--- src/rtl/b64d_pkg.sv ---
// Shared types, constants and the character map for the base64 stream decoder.
// No dependencies; every other file in rtl uses this package by scoped names.
package b64d_pkg;

    localparam logic [7:0] PAD_CHAR = 8'h3D;
    localparam int unsigned RES_SLOTS = 4;

    localparam logic [1:0] ST_OK      = 2'd0;
    localparam logic [1:0] ST_BAD_LEN = 2'd1;
    localparam logic [1:0] ST_BAD_PAD = 2'd2;

    typedef struct packed {
        logic [7:0] char_code;
        logic       last_char;
    } t_in;

    typedef struct packed {
        logic [7:0] data_byte;
        logic       is_end;
        logic [1:0] status;
        logic       run_last;
    } t_out;

    typedef struct packed {
        logic [2:0]                cnt;
        t_out [RES_SLOTS-1:0]      items;
    } t_res_set;

    typedef struct packed {
        logic       ok;
        logic [5:0] value;
    } t_sextet;

    // Maps one character to its sextet. The pad character maps to zero and
    // counts as valid; characters outside the alphabet are flagged not ok.
    function automatic t_sextet map_char(input logic [7:0] c);
        t_sextet r;
        r.ok    = 1'b1;
        r.value = 6'd0;
        if (c >= 8'h41 && c <= 8'h5A) begin
            r.value = 6'(c - 8'd65);
        end else if (c >= 8'h61 && c <= 8'h7A) begin
            r.value = 6'(c - 8'd71);
        end else if (c >= 8'h30 && c <= 8'h39) begin
            r.value = 6'(c + 8'd4);
        end else if (c == 8'h2B) begin
            r.value = 6'd62;
        end else if (c == 8'h2F) begin
            r.value = 6'd63;
        end else if (c == PAD_CHAR) begin
            r.value = 6'd0;
        end else begin
            r.ok = 1'b0;
        end
        return r;
    endfunction

endpackage

--- src/rtl/b64d_obuf.sv ---
// Four-slot output buffer that is loaded with a whole result set at once and
// drains one result per transaction. Depends on b64d_pkg.
module b64d_obuf (
    input  logic               i_clk,
    input  logic               i_rst_n,
    input  logic               i_load,
    input  b64d_pkg::t_res_set i_set,
    output logic               o_can_load,
    output logic               o_valid,
    output b64d_pkg::t_out     o_res,
    input  logic               i_stall
);

    b64d_pkg::t_out r_slot [b64d_pkg::RES_SLOTS];
    logic [2:0]     r_cnt;
    logic           pop;

    assign pop        = (r_cnt != 3'd0) && !i_stall;
    assign o_can_load = (r_cnt == 3'd0) || ((r_cnt == 3'd1) && pop);
    assign o_valid    = (r_cnt != 3'd0);
    assign o_res      = r_slot[0];

    always_ff @(posedge i_clk) begin
        if (!i_rst_n) begin
            r_cnt <= 3'd0;
        end else if (i_load) begin
            r_cnt <= i_set.cnt;
        end else if (pop) begin
            r_cnt <= r_cnt - 3'd1;
        end
    end

    always_ff @(posedge i_clk) begin
        if (i_load) begin
            for (int k = 0; k < b64d_pkg::RES_SLOTS; k++) begin
                r_slot[k] <= i_set.items[k];
            end
        end else if (pop) begin
            for (int k = 0; k < b64d_pkg::RES_SLOTS - 1; k++) begin
                r_slot[k] <= r_slot[k+1];
            end
        end
    end

endmodule

--- src/rtl/base64_stream_decoder_core.sv ---
// Base64 stream decoder top level: input register, decode state and logic,
// and the output buffer. Depends on b64d_pkg and b64d_obuf.
//
// The block takes one character per cycle while o_stall is low. A character
// is held in the input register, where it is mapped and folded into the
// group state. A character that completes a group or ends the text hands up
// to four results (three bytes and the end item) to a four-slot output buffer
// that drains one result per cycle while i_stall is low; such a character
// waits in the input register until the buffer is empty or empties in that
// same cycle, so later characters wait behind it. Results pass the input
// register and then the output buffer slots. Other characters never wait.
module base64_stream_decoder_core (
    input  logic            i_clk,
    input  logic            i_rst_n,
    input  logic            i_valid,
    input  b64d_pkg::t_in   i_in,
    output logic            o_stall,
    output logic            o_valid,
    output b64d_pkg::t_out  o_res,
    input  logic            i_stall
);

    logic             r_in_vld;
    b64d_pkg::t_in    r_in;
    logic [5:0]       r_sx [3];
    logic [1:0]       r_pos;
    logic [2:0]       r_pad;
    logic             r_stop;
    logic [1:0]       r_vcnt;
    logic             r_any;
    logic             r_perr;

    logic [5:0]       n_sx [3];
    logic [1:0]       n_pos;
    logic [2:0]       n_pad;
    logic             n_stop;
    logic [1:0]       n_vcnt;
    logic             n_any;
    logic             n_perr;

    b64d_pkg::t_sextet  sx;
    logic               is_pad;
    logic [2:0]         nbytes;
    logic [2:0]         nres;
    logic [7:0]         bytes [3];
    logic [1:0]         st;
    b64d_pkg::t_res_set res_set;
    logic               can_load;
    logic               produce;
    logic               adv;
    logic               in_take;

    assign sx     = b64d_pkg::map_char(r_in.char_code);
    assign is_pad = (r_in.char_code == b64d_pkg::PAD_CHAR);

    assign bytes[0] = {r_sx[0], r_sx[1][5:4]};
    assign bytes[1] = {r_sx[1][3:0], r_sx[2][5:2]};
    assign bytes[2] = {r_sx[2][1:0], sx.value};

    always_comb begin
        n_sx   = r_sx;
        n_pos  = r_pos;
        n_pad  = r_pad;
        n_stop = r_stop;
        n_vcnt = r_vcnt;
        n_any  = r_any;
        n_perr = r_perr;
        nbytes = 3'd0;
        if (sx.ok) begin
            n_vcnt = r_vcnt + 2'd1;
            n_any  = 1'b1;
            if (!r_stop) begin
                if (is_pad && (r_pad != 3'd7)) begin
                    n_pad = r_pad + 3'd1;
                end
                if (r_pos != 2'd3) begin
                    n_sx[r_pos] = sx.value;
                    n_pos       = r_pos + 2'd1;
                end else begin
                    case (n_pad)
                        3'd0: begin
                            nbytes = 3'd3;
                        end
                        3'd1: begin
                            nbytes = 3'd2;
                        end
                        3'd2: begin
                            nbytes = 3'd1;
                        end
                        default: begin
                            nbytes = 3'd0;
                            n_perr = 1'b1;
                        end
                    endcase
                    if (n_pad != 3'd0) begin
                        n_stop = 1'b1;
                    end
                    n_pos = 2'd0;
                end
            end
        end

        if (!n_any || (n_vcnt != 2'd0)) begin
            st = b64d_pkg::ST_BAD_LEN;
        end else if (n_perr) begin
            st = b64d_pkg::ST_BAD_PAD;
        end else begin
            st = b64d_pkg::ST_OK;
        end

        nres = nbytes + {2'd0, r_in.last_char};

        for (int k = 0; k < 3; k++) begin
            res_set.items[k] = '0;
            if (nbytes > 3'(k)) begin
                res_set.items[k].data_byte = bytes[k];
            end else if ((nbytes == 3'(k)) && r_in.last_char) begin
                res_set.items[k].is_end = 1'b1;
                res_set.items[k].status = st;
            end
            res_set.items[k].run_last = (nres == 3'(k + 1));
        end
        res_set.items[3] = '0;
        if ((nbytes == 3'd3) && r_in.last_char) begin
            res_set.items[3].is_end = 1'b1;
            res_set.items[3].status = st;
        end
        res_set.items[3].run_last = (nres == 3'd4);
        res_set.cnt = nres;

        if (r_in.last_char) begin
            for (int k = 0; k < 3; k++) begin
                n_sx[k] = 6'd0;
            end
            n_pos  = 2'd0;
            n_pad  = 3'd0;
            n_stop = 1'b0;
            n_vcnt = 2'd0;
            n_any  = 1'b0;
            n_perr = 1'b0;
        end
    end

    assign produce = r_in_vld && (nres != 3'd0);
    assign adv     = r_in_vld && (!produce || can_load);
    assign o_stall = r_in_vld && !adv;
    assign in_take = i_valid && !o_stall;

    always_ff @(posedge i_clk) begin
        if (!i_rst_n) begin
            r_in_vld <= 1'b0;
        end else if (in_take) begin
            r_in_vld <= 1'b1;
        end else if (adv) begin
            r_in_vld <= 1'b0;
        end
    end

    always_ff @(posedge i_clk) begin
        if (in_take) begin
            r_in <= i_in;
        end
    end

    always_ff @(posedge i_clk) begin
        if (!i_rst_n) begin
            for (int k = 0; k < 3; k++) begin
                r_sx[k] <= 6'd0;
            end
            r_pos  <= 2'd0;
            r_pad  <= 3'd0;
            r_stop <= 1'b0;
            r_vcnt <= 2'd0;
            r_any  <= 1'b0;
            r_perr <= 1'b0;
        end else if (adv) begin
            r_sx   <= n_sx;
            r_pos  <= n_pos;
            r_pad  <= n_pad;
            r_stop <= n_stop;
            r_vcnt <= n_vcnt;
            r_any  <= n_any;
            r_perr <= n_perr;
        end
    end

    b64d_obuf u_obuf (
        .i_clk      (i_clk),
        .i_rst_n    (i_rst_n),
        .i_load     (produce && can_load),
        .i_set      (res_set),
        .o_can_load (can_load),
        .o_valid    (o_valid),
        .o_res      (o_res),
        .i_stall    (i_stall)
    );

`ifndef SYNTHESIS
    // The end item is always the final result of its transaction.
    a_end_is_run_last: assert property (@(posedge i_clk) disable iff (!i_rst_n)
        (o_valid && o_res.is_end) |-> o_res.run_last)
        else $error("end item without run_last");

    // Data bytes never carry a status.
    a_data_status_zero: assert property (@(posedge i_clk) disable iff (!i_rst_n)
        (o_valid && !o_res.is_end) |-> (o_res.status == b64d_pkg::ST_OK))
        else $error("data byte with nonzero status");

    // Decoding only stops after a group that held a pad mark.
    a_stop_has_pad: assert property (@(posedge i_clk) disable iff (!i_rst_n)
        r_stop |-> (r_pad != 3'd0))
        else $error("decoding stopped without pad marks");

    // Consuming the last character returns the stream state to reset.
    a_last_clears: assert property (@(posedge i_clk) disable iff (!i_rst_n)
        (adv && r_in.last_char) |=> ((r_pos == 2'd0) && !r_any && !r_perr && !r_stop))
        else $error("stream state not cleared after last character");
`endif

endmodule
--- config.mk ---
export PLATFORM = sky130hd
export DESIGN_NAME = base64_stream_decoder_core
export DESIGN_NICKNAME = d
export VERILOG_FILES = /design/src/rtl/b64d_pkg.sv /design/src/rtl/b64d_obuf.sv /design/src/rtl/base64_stream_decoder_core.sv
export SDC_FILE = /design/constraint.sdc
export NUM_CORES = 1
export LEC_CHECK = 0
export BUFFER_PORTS_ARGS = -buffer_cell sky130_fd_sc_hd__clkbuf_2
export CAP_MARGIN = 15
export CORE_ASPECT_RATIO = 0.7
export CORE_MARGIN = 1
export CORE_UTILIZATION = 50
export CTS_BUF_LIST = sky130_fd_sc_hd__clkbuf_4
export DETAILED_ROUTE_END_ITERATION = 10
export GPL_ROUTABILITY_DRIVEN = 1
export PLACE_DENSITY = 0.69
export SLEW_MARGIN = 20
export SYNTH_ARGS = -nofsm -noshare
export SYNTH_HDL_FRONTEND = slang
export SYNTH_SLANG_ARGS = --single-unit
export TNS_END_PERCENT = 1
--- constraint.sdc ---
create_clock -name i_clk -period 5.2 [get_ports i_clk]
set_input_delay 0.26 -clock i_clk [delete_from_list [all_inputs] [get_ports i_clk]]
set_output_delay 0.26 -clock i_clk [all_outputs]
set_load 0.03 [all_outputs]
==> results of run 1 <==
==> routing by layer <==
metal | track usage [%] | vias to the layer above | part of all wire [%]
met5 | 0 | - | 0
met3 | 5.546 | 12 | 5.7
met4 | 7.632 | 0 | 1.4
met1 | 33.92 | 1475 | 52
li1 | - | 1494 | -
met2 | 30.81 | 89 | 41
==> cells by family after synthesis <==
| logic type | count (synthesis) | synth area share [%] |
|---|---|---|
| fa+ha+maj | 20 | 6.094 |
| compound gates | 111 | 21.91 |
| mux | 7 | 1.798 |
| flops | 81 | 51.43 |
| simple gates | 113 | 14.75 |
| buf+inv | 29 | 2.742 |
| xor+xnor | 6 | 1.280 |
==> stage by stage <==
step	worst slack, ns	area [µm²]	hold WS, ns	utilization (%)	power (W)
2_1_floorplan	1.192	4106	0.3589	-	0.001219
3_3_place_gp	0.7786	4370	0.4376	55.29	0.001333
3_5_place_dp	0.5635	4370	0.4386	55.29	0.001342
4_1_cts	0.5322	4581	0.01429	57.95	0.001681
5_1_grt	0.2389	4581	0.01455	57.95	0.001764
6_report	0.4902	4581	0.03882	57.95	0.001669
==> critical path: stages (launching register included) <==
cell       delay (ns)
edfxtp_1         0.54
inv_1            0.19
ha_1             0.29
a21o_1           0.19
o211ai_1         0.12
o2111ai_1        0.54
a21oi_2          0.21
ha_1             0.24
ha_1             0.32
o31a_1           0.17
o211ai_1         0.28
and2_1           0.48
a211oi_4         0.56
nand3_2          0.21
o31ai_2          0.21
==> repair_timing <==
item | in CTS | in global routing
gates resized for setup | 0 | 0
hold endpoints to repair | 9 | 0
hold buffers | 9 | 0
==> layout make-up <==
type,instances,area [µm²],share of cell area [%]
flip-flops and latches,81,2112,46.11
multi-input cells,257,1882,41.08
repair buffers,40,257.7,5.627
well taps,101,126.4,2.759
inverters,22,82.58,1.803
clock buffers,9,67.56,1.475
clock inverters,7,52.55,1.147
==> worst min-delay path by stage <==
| stage | start | to | slack, ns | cells past startpoint |
|---|---|---|---|---|
| after floorplan | i_in[0] | r_in[0] | 0.36 | 0 |
| after global placement | i_in[8] | r_in[8] | 0.44 | 1 |
| after detailed placement | i_in[0] | r_in[0] | 0.44 | 1 |
| after CTS | i_valid | r_in_vld | 0.01 | 3 |
| after global routing | i_valid | r_in_vld | 0.01 | 3 |
| final | i_valid | r_in_vld | 0.04 | 3 |
==> power by group <==
| group | switching (W) | total, W | leakage [nW] | internal [W] |
|---|---|---|---|---|
| combinational | 0.000309 | 0.000453 | 0.960 | 0.000144 |
| clock | 0.000238 | 0.000339 | 0.0570 | 0.000101 |
| sequential | 0.0000443 | 0.000877 | 0.733 | 0.000833 |
==> cell usage in the layout (no fill, tap or decap), types with 4 or more instances in the layout <==
master         count
a211oi_1           5
a21oi_1           11
a22o_1            29
and2_1             5
and3_1             7
buf_4              5
clkbuf_2          26
clkbuf_4           9
dfxtp_1           32
dlygate4sd3_1      9
edfxtp_1          49
ha_1              20
inv_1             21
mux2i_1            4
nand2_1           31
nand2b_1           5
nor2_1            29
nor2b_1            6
nor3_1             5
o21ai_0           11
o2bb2ai_1          6
xnor2_1            5
==> state kept, by name, summed over array words and instances (netlist names) <==
signal / count
bytes: 18
r_any: 1
r_in: 9
r_in_vld: 1
r_pad: 3
r_perr: 1
r_pos: 2
r_stop: 1
r_vcnt: 2
u_obuf.r_cnt: 3
u_obuf.r_slot: 40
==> flow_metrics.tcl, run 1 <==
set metrics [dict create \
    n_antenna_cell 0 \
    yosysSeqAreaShare_pct 51.43 \
    synth_ff_type "edfxtp_1" \
    nets 444 \
    yosys.area.top_type "edfxtp_1" \
    grt_max_degree 37 \
    syn_inst 367 \
    startpoint_type "flip-flop" \
    antenna_found_initial 0 \
    path_class "reg -> reg" \
    rsz0062_at_grt "no" \
    clock_sinks 81 \
    crit_fanout 14 \
    synth_area_um2 4106 \
    ys_async_sr_fraction_pct 0 \
    ys_seq_elements 81 \
    crit_arrival_ns 4.99 \
    ir_drop_uv 203.5 \
    vias 3070 \
    r2r_start "r_in[3]" \
    numCtsBuffers 9 \
    slew_headroom_pct 44.93 \
    fin_setup_tns_ns 0 \
    grt_usage_pct 22.47 \
    worst_pin_slew_ns 0.8210 \
    p_leak_nw 1.750 \
    hpwl_mm 6.399 \
    status "completed" \
    crit_path_end "u_obuf.r_slot[2][2]" \
    clkLatencyLatePin_ns 0.45 \
    io_buffers 26 \
    drive_above_1_share_pct 16.11 \
    final.fill_count 680 \
    drc 0 \
    grt_overflow 0 \
    fin_crit_sh_pct 90.57 \
    die_w_um 110.3 \
    clk_pin_slew_worst_paths_ns 0.14 \
    maxSlewViolCount 0 \
    cts_root_buf "clkbuf_4" \
    placeableCoreArea_um2 7905 \
    rows 27 \
    synth_warnings 0 \
    layout_min_cycle_time_ns 4.710 \
    ys_types 72 \
    finalNonFillerCells 517 \
    vias_per_cell 5.938 \
    hold_viol 0 \
    grt_first_pass_wirelength_mm 14.39 \
    htree_num_levels 3 \
    dpl.cell_count 492 \
    reg2regPathDepth 14 \
    synth_edf_count 49 \
    powerDensity_nw_per_um2 364.3 \
    place_congestion 0.9507 \
    setup_viol_count_final 0 \
    ant_nets 0 \
    cts_tree "yes" \
    hp-class "in -> reg" \
    io_pins 27 \
    drtPass1Iterations 4 \
    syn2layout_area_growth_pct 11.55 \
    r2r_slack_ns 0.49 \
    crit_start "r_in[3]" \
    cts_setup_buffers 0 \
    clockBufferDepth 2 \
    synth_top_area_share_pct 35.83 \
    clock_skew_ns 0.02332 \
    synthMostInstantiatedCell "edfxtp_1" \
    synth_nets 400 \
    synthTopCellsByArea "edfxtp_1, dfxtp_1, a22o_1, ha_1, nand2_1" \
    synth_common_cells "edfxtp_1, dfxtp_1, nand2_1" \
    synth_area_per_cell_um2 11.19 \
    wire_per_inst_um 17.16 \
    die_h_um 77.82 \
    critPathCaptureType "flip-flop" \
    fp.dieArea_um2 8585 \
    required_ns 5.48 \
    reg2reg_to "u_obuf.r_slot[2][2]" \
    max-cap-violations 0 \
    start_util_pct 51.95 \
    drt_iter0_drc 244 \
    wl_mm 8.872 \
    first_global_vias 2832 \
    max_freq_mhz 212.3 \
]
No activity file was read; power rests on OpenSTA's default activity.
==> run 2: changes to the inputs <==
--- a/config.mk
+++ b/config.mk
@@ -7,13 +7,15 @@
 export LEC_CHECK = 0
 export BUFFER_PORTS_ARGS = -buffer_cell sky130_fd_sc_hd__clkbuf_2
 export CAP_MARGIN = 15
+export CELL_PAD_IN_SITES_DETAIL_PLACEMENT = 0
+export CELL_PAD_IN_SITES_GLOBAL_PLACEMENT = 1
 export CORE_ASPECT_RATIO = 0.7
 export CORE_MARGIN = 1
 export CORE_UTILIZATION = 50
 export CTS_BUF_LIST = sky130_fd_sc_hd__clkbuf_4
 export DETAILED_ROUTE_END_ITERATION = 10
 export GPL_ROUTABILITY_DRIVEN = 1
-export PLACE_DENSITY = 0.69
+export PLACE_DENSITY = 0.82
 export SLEW_MARGIN = 20
 export SYNTH_ARGS = -nofsm -noshare
 export SYNTH_HDL_FRONTEND = slang
==> run 2 against run 1 <==
Effect of this change: non-clock buffer count unchanged; wire length decreased by 1.7%; clock skew decreased by 0.0066 ns; critical path depth decreased by 1; via count decreased by 0.98%; sequential power about the same; die area unchanged; design area unchanged; total power decreased by 0.19%; critical endpoint is now u_obuf.r_slot[0][3]; fmax increased by 1.1%.
==> flow_metrics.tcl, run 2 (synthesis results as in run 1) <==
set metrics [dict create \
    status "completed" \
    largest_reg_flops 40 \
    wl_mm 8.725 \
    finalNonFillerCells 517 \
    top_usage_layer "met1" \
    dpl.cell_count 492 \
    final_cell_mix "edfxtp_1, dfxtp_1, nand2_1, nor2_1, a22o_1" \
    drc 0 \
    path_class "reg -> reg" \
    drt_iter0_drc 180 \
    hold_viol 0 \
    path_cells "inv_1 -> ha_1 -> a21o_1 -> o211ai_1 -> o2111ai_1 -> a21oi_2 -> ha_1 -> ha_1 -> o31a_1 -> o211ai_1 -> and2_1 -> buf_4 -> o21ai_0" \
    drive_above_1_share_pct 16.11 \
    crit_path_frequent_cell "ha_1" \
    numCtsBuffers 9 \
    pwr-share-clk_pct 20.3 \
    nets 444 \
    fin_util_pct 57.95 \
    cts_setup_buffers 0 \
    p_comb_share_pct 27.2 \
    hp-class "in -> reg" \
    fp.dieArea_um2 8585 \
    grt_overflow 0 \
    largest-register "u_obuf.r_slot" \
    grt_first_pass_wirelength_mm 14.33 \
    clk_pin_slew_worst_paths_ns 0.13 \
    use_met1_pct 33.49 \
    critPathCaptureType "flip-flop" \
    clockBufferDepth 2 \
    ctsResizeCount 0 \
    start_util_pct 51.95 \
    grt_usage_pct 22.48 \
    startpoint_type "flip-flop" \
    fin_setup_tns_ns 0 \
    powerDensity_nw_per_um2 363.6 \
    syn2layout_area_growth_pct 11.55 \
    ir_drop_uv 228.4 \
    clock_sinks 81 \
    maxSlewViolCount 0 \
    drtPass1Iterations 5 \
    vias_per_cell 5.880 \
    cpLargestDelayFamily "compound AO/OA/AOI/OAI gates" \
    cts_tree "yes" \
    crit_fanout 25 \
    io_buffers 26 \
    layout_min_cycle_time_ns 4.659 \
    seqPwrFrac_pct 52.5 \
    ant_nets 0 \
    required_ns 5.40 \
    cpPeakStageDelay_ns 0.61 \
    whs_ns 0.03597 \
    use_met3_pct 5.630 \
    rsz0062_at_grt "no" \
    setup_viol_count_final 0 \
    die_h_um 77.82 \
    hpwl_mm 6.401 \
    io_pins 27 \
    worst_pin_slew_ns 0.8175 \
    slew_headroom_pct 45.39 \
    max-cap-violations 0 \
    critPathBufInv 2 \
    first_global_vias 2854 \
    mostFrequentLayoutCell "edfxtp_1" \
    cp_slowest_cell "and2_1" \
    wire_per_inst_um 16.88 \
    die_w_um 110.3 \
    grt_max_degree 37 \
    p_switching_w 0.0005871 \
    max_freq_mhz 214.7 \
    cts_root_buf "clkbuf_4" \
    n_antenna_cell 0 \
    vias 3040 \
    internal_power_w 0.001078 \
    clock_skew_ns 0.01676 \
    clkLatencyLatePin_ns 0.45 \
    placeableCoreArea_um2 7905 \
    antenna_found_initial 0 \
    rows 27 \
    met2_usage_pct 31.68 \
    htree_num_levels 3 \
    place_congestion 0.9262 \
    fin_crit_sh_pct 89.59 \
    switching_share_pct 35.25 \
    p_leak_nw 1.758 \
    crit_arrival_ns 4.86 \
    power.total_w 0.001665 \
]
==> run 2: cell count changes in the layout (fill, tap and decap cells not counted) <==
cell / previous run / this run
inv_4: 0 / 1
clkinvlp_4: 3 / 1
clkinv_4: 0 / 2
inv_6: 3 / 2
==> run 2: tightest hold or removal path, stage by stage <==
cell	delay, ns
clkbuf_2	0.09
nor2_1	0.04
nor2_1	0.06
==> run 2: routing by layer <==
layer / share of wire (%) / wire length (µm) / up-vias
met2: 42 / 3687 / 93
met5: 0 / 0 / -
met3: 6.2 / 545 / 10
met4: 1.3 / 112 / 0
met1: 50 / 4379 / 1453
li1: - / - / 1484
==> run 2: final timing paths <==
check	start	end	slack, ns	cells past startpoint
max reg2reg	r_in[3]	u_obuf.r_slot[0][3]	0.54	13
min	i_valid	r_in_vld	0.04	3
min reg2reg	r_any	r_any	0.47	2
max	r_in[3]	u_obuf.r_slot[0][3]	0.54	13
==> run 2: final cells by class <==
| class | instances | area, µm² |
|---|---|---|
| Multi-Input combinational cell | 257 | 1882 |
| Clock inverter | 7 | 52.55 |
| Fill cell | 691 | 3324 |
| Timing Repair Buffer | 40 | 257.7 |
| Inverter | 22 | 82.58 |
| Clock buffer | 9 | 67.56 |
| Tap cell | 101 | 126.4 |
| Sequential cell | 81 | 2112 |
==> run 2: timing repair <==
item | 4_1_cts | 5_1_grt
hold endpoints to repair | 9 | 0
setup endpoints to repair | 0 | 0
hold buffers | 9 | 0
==> run 2: power by group through the flow <==
stage	clock network, W	registers (W)	logic [W]
3_5_place_dp	0	0.000890	0.000447
6_report	0.000338	0.000875	0.000453
2_1_floorplan	0	0.000944	0.000275
4_1_cts	0.000345	0.000875	0.000454
5_1_grt	0.000371	0.000889	0.000500
3_3_place_gp	0	0.000889	0.000445
==> run 2: metrics by stage <==
step                area, µm²  setup WS (ns)
finish                   4581         0.5414
global route             4581         0.2067
CTS                      4581         0.6288
detailed placement       4370         0.6443
global placement         4370         0.8348
floorplan                4106          1.192
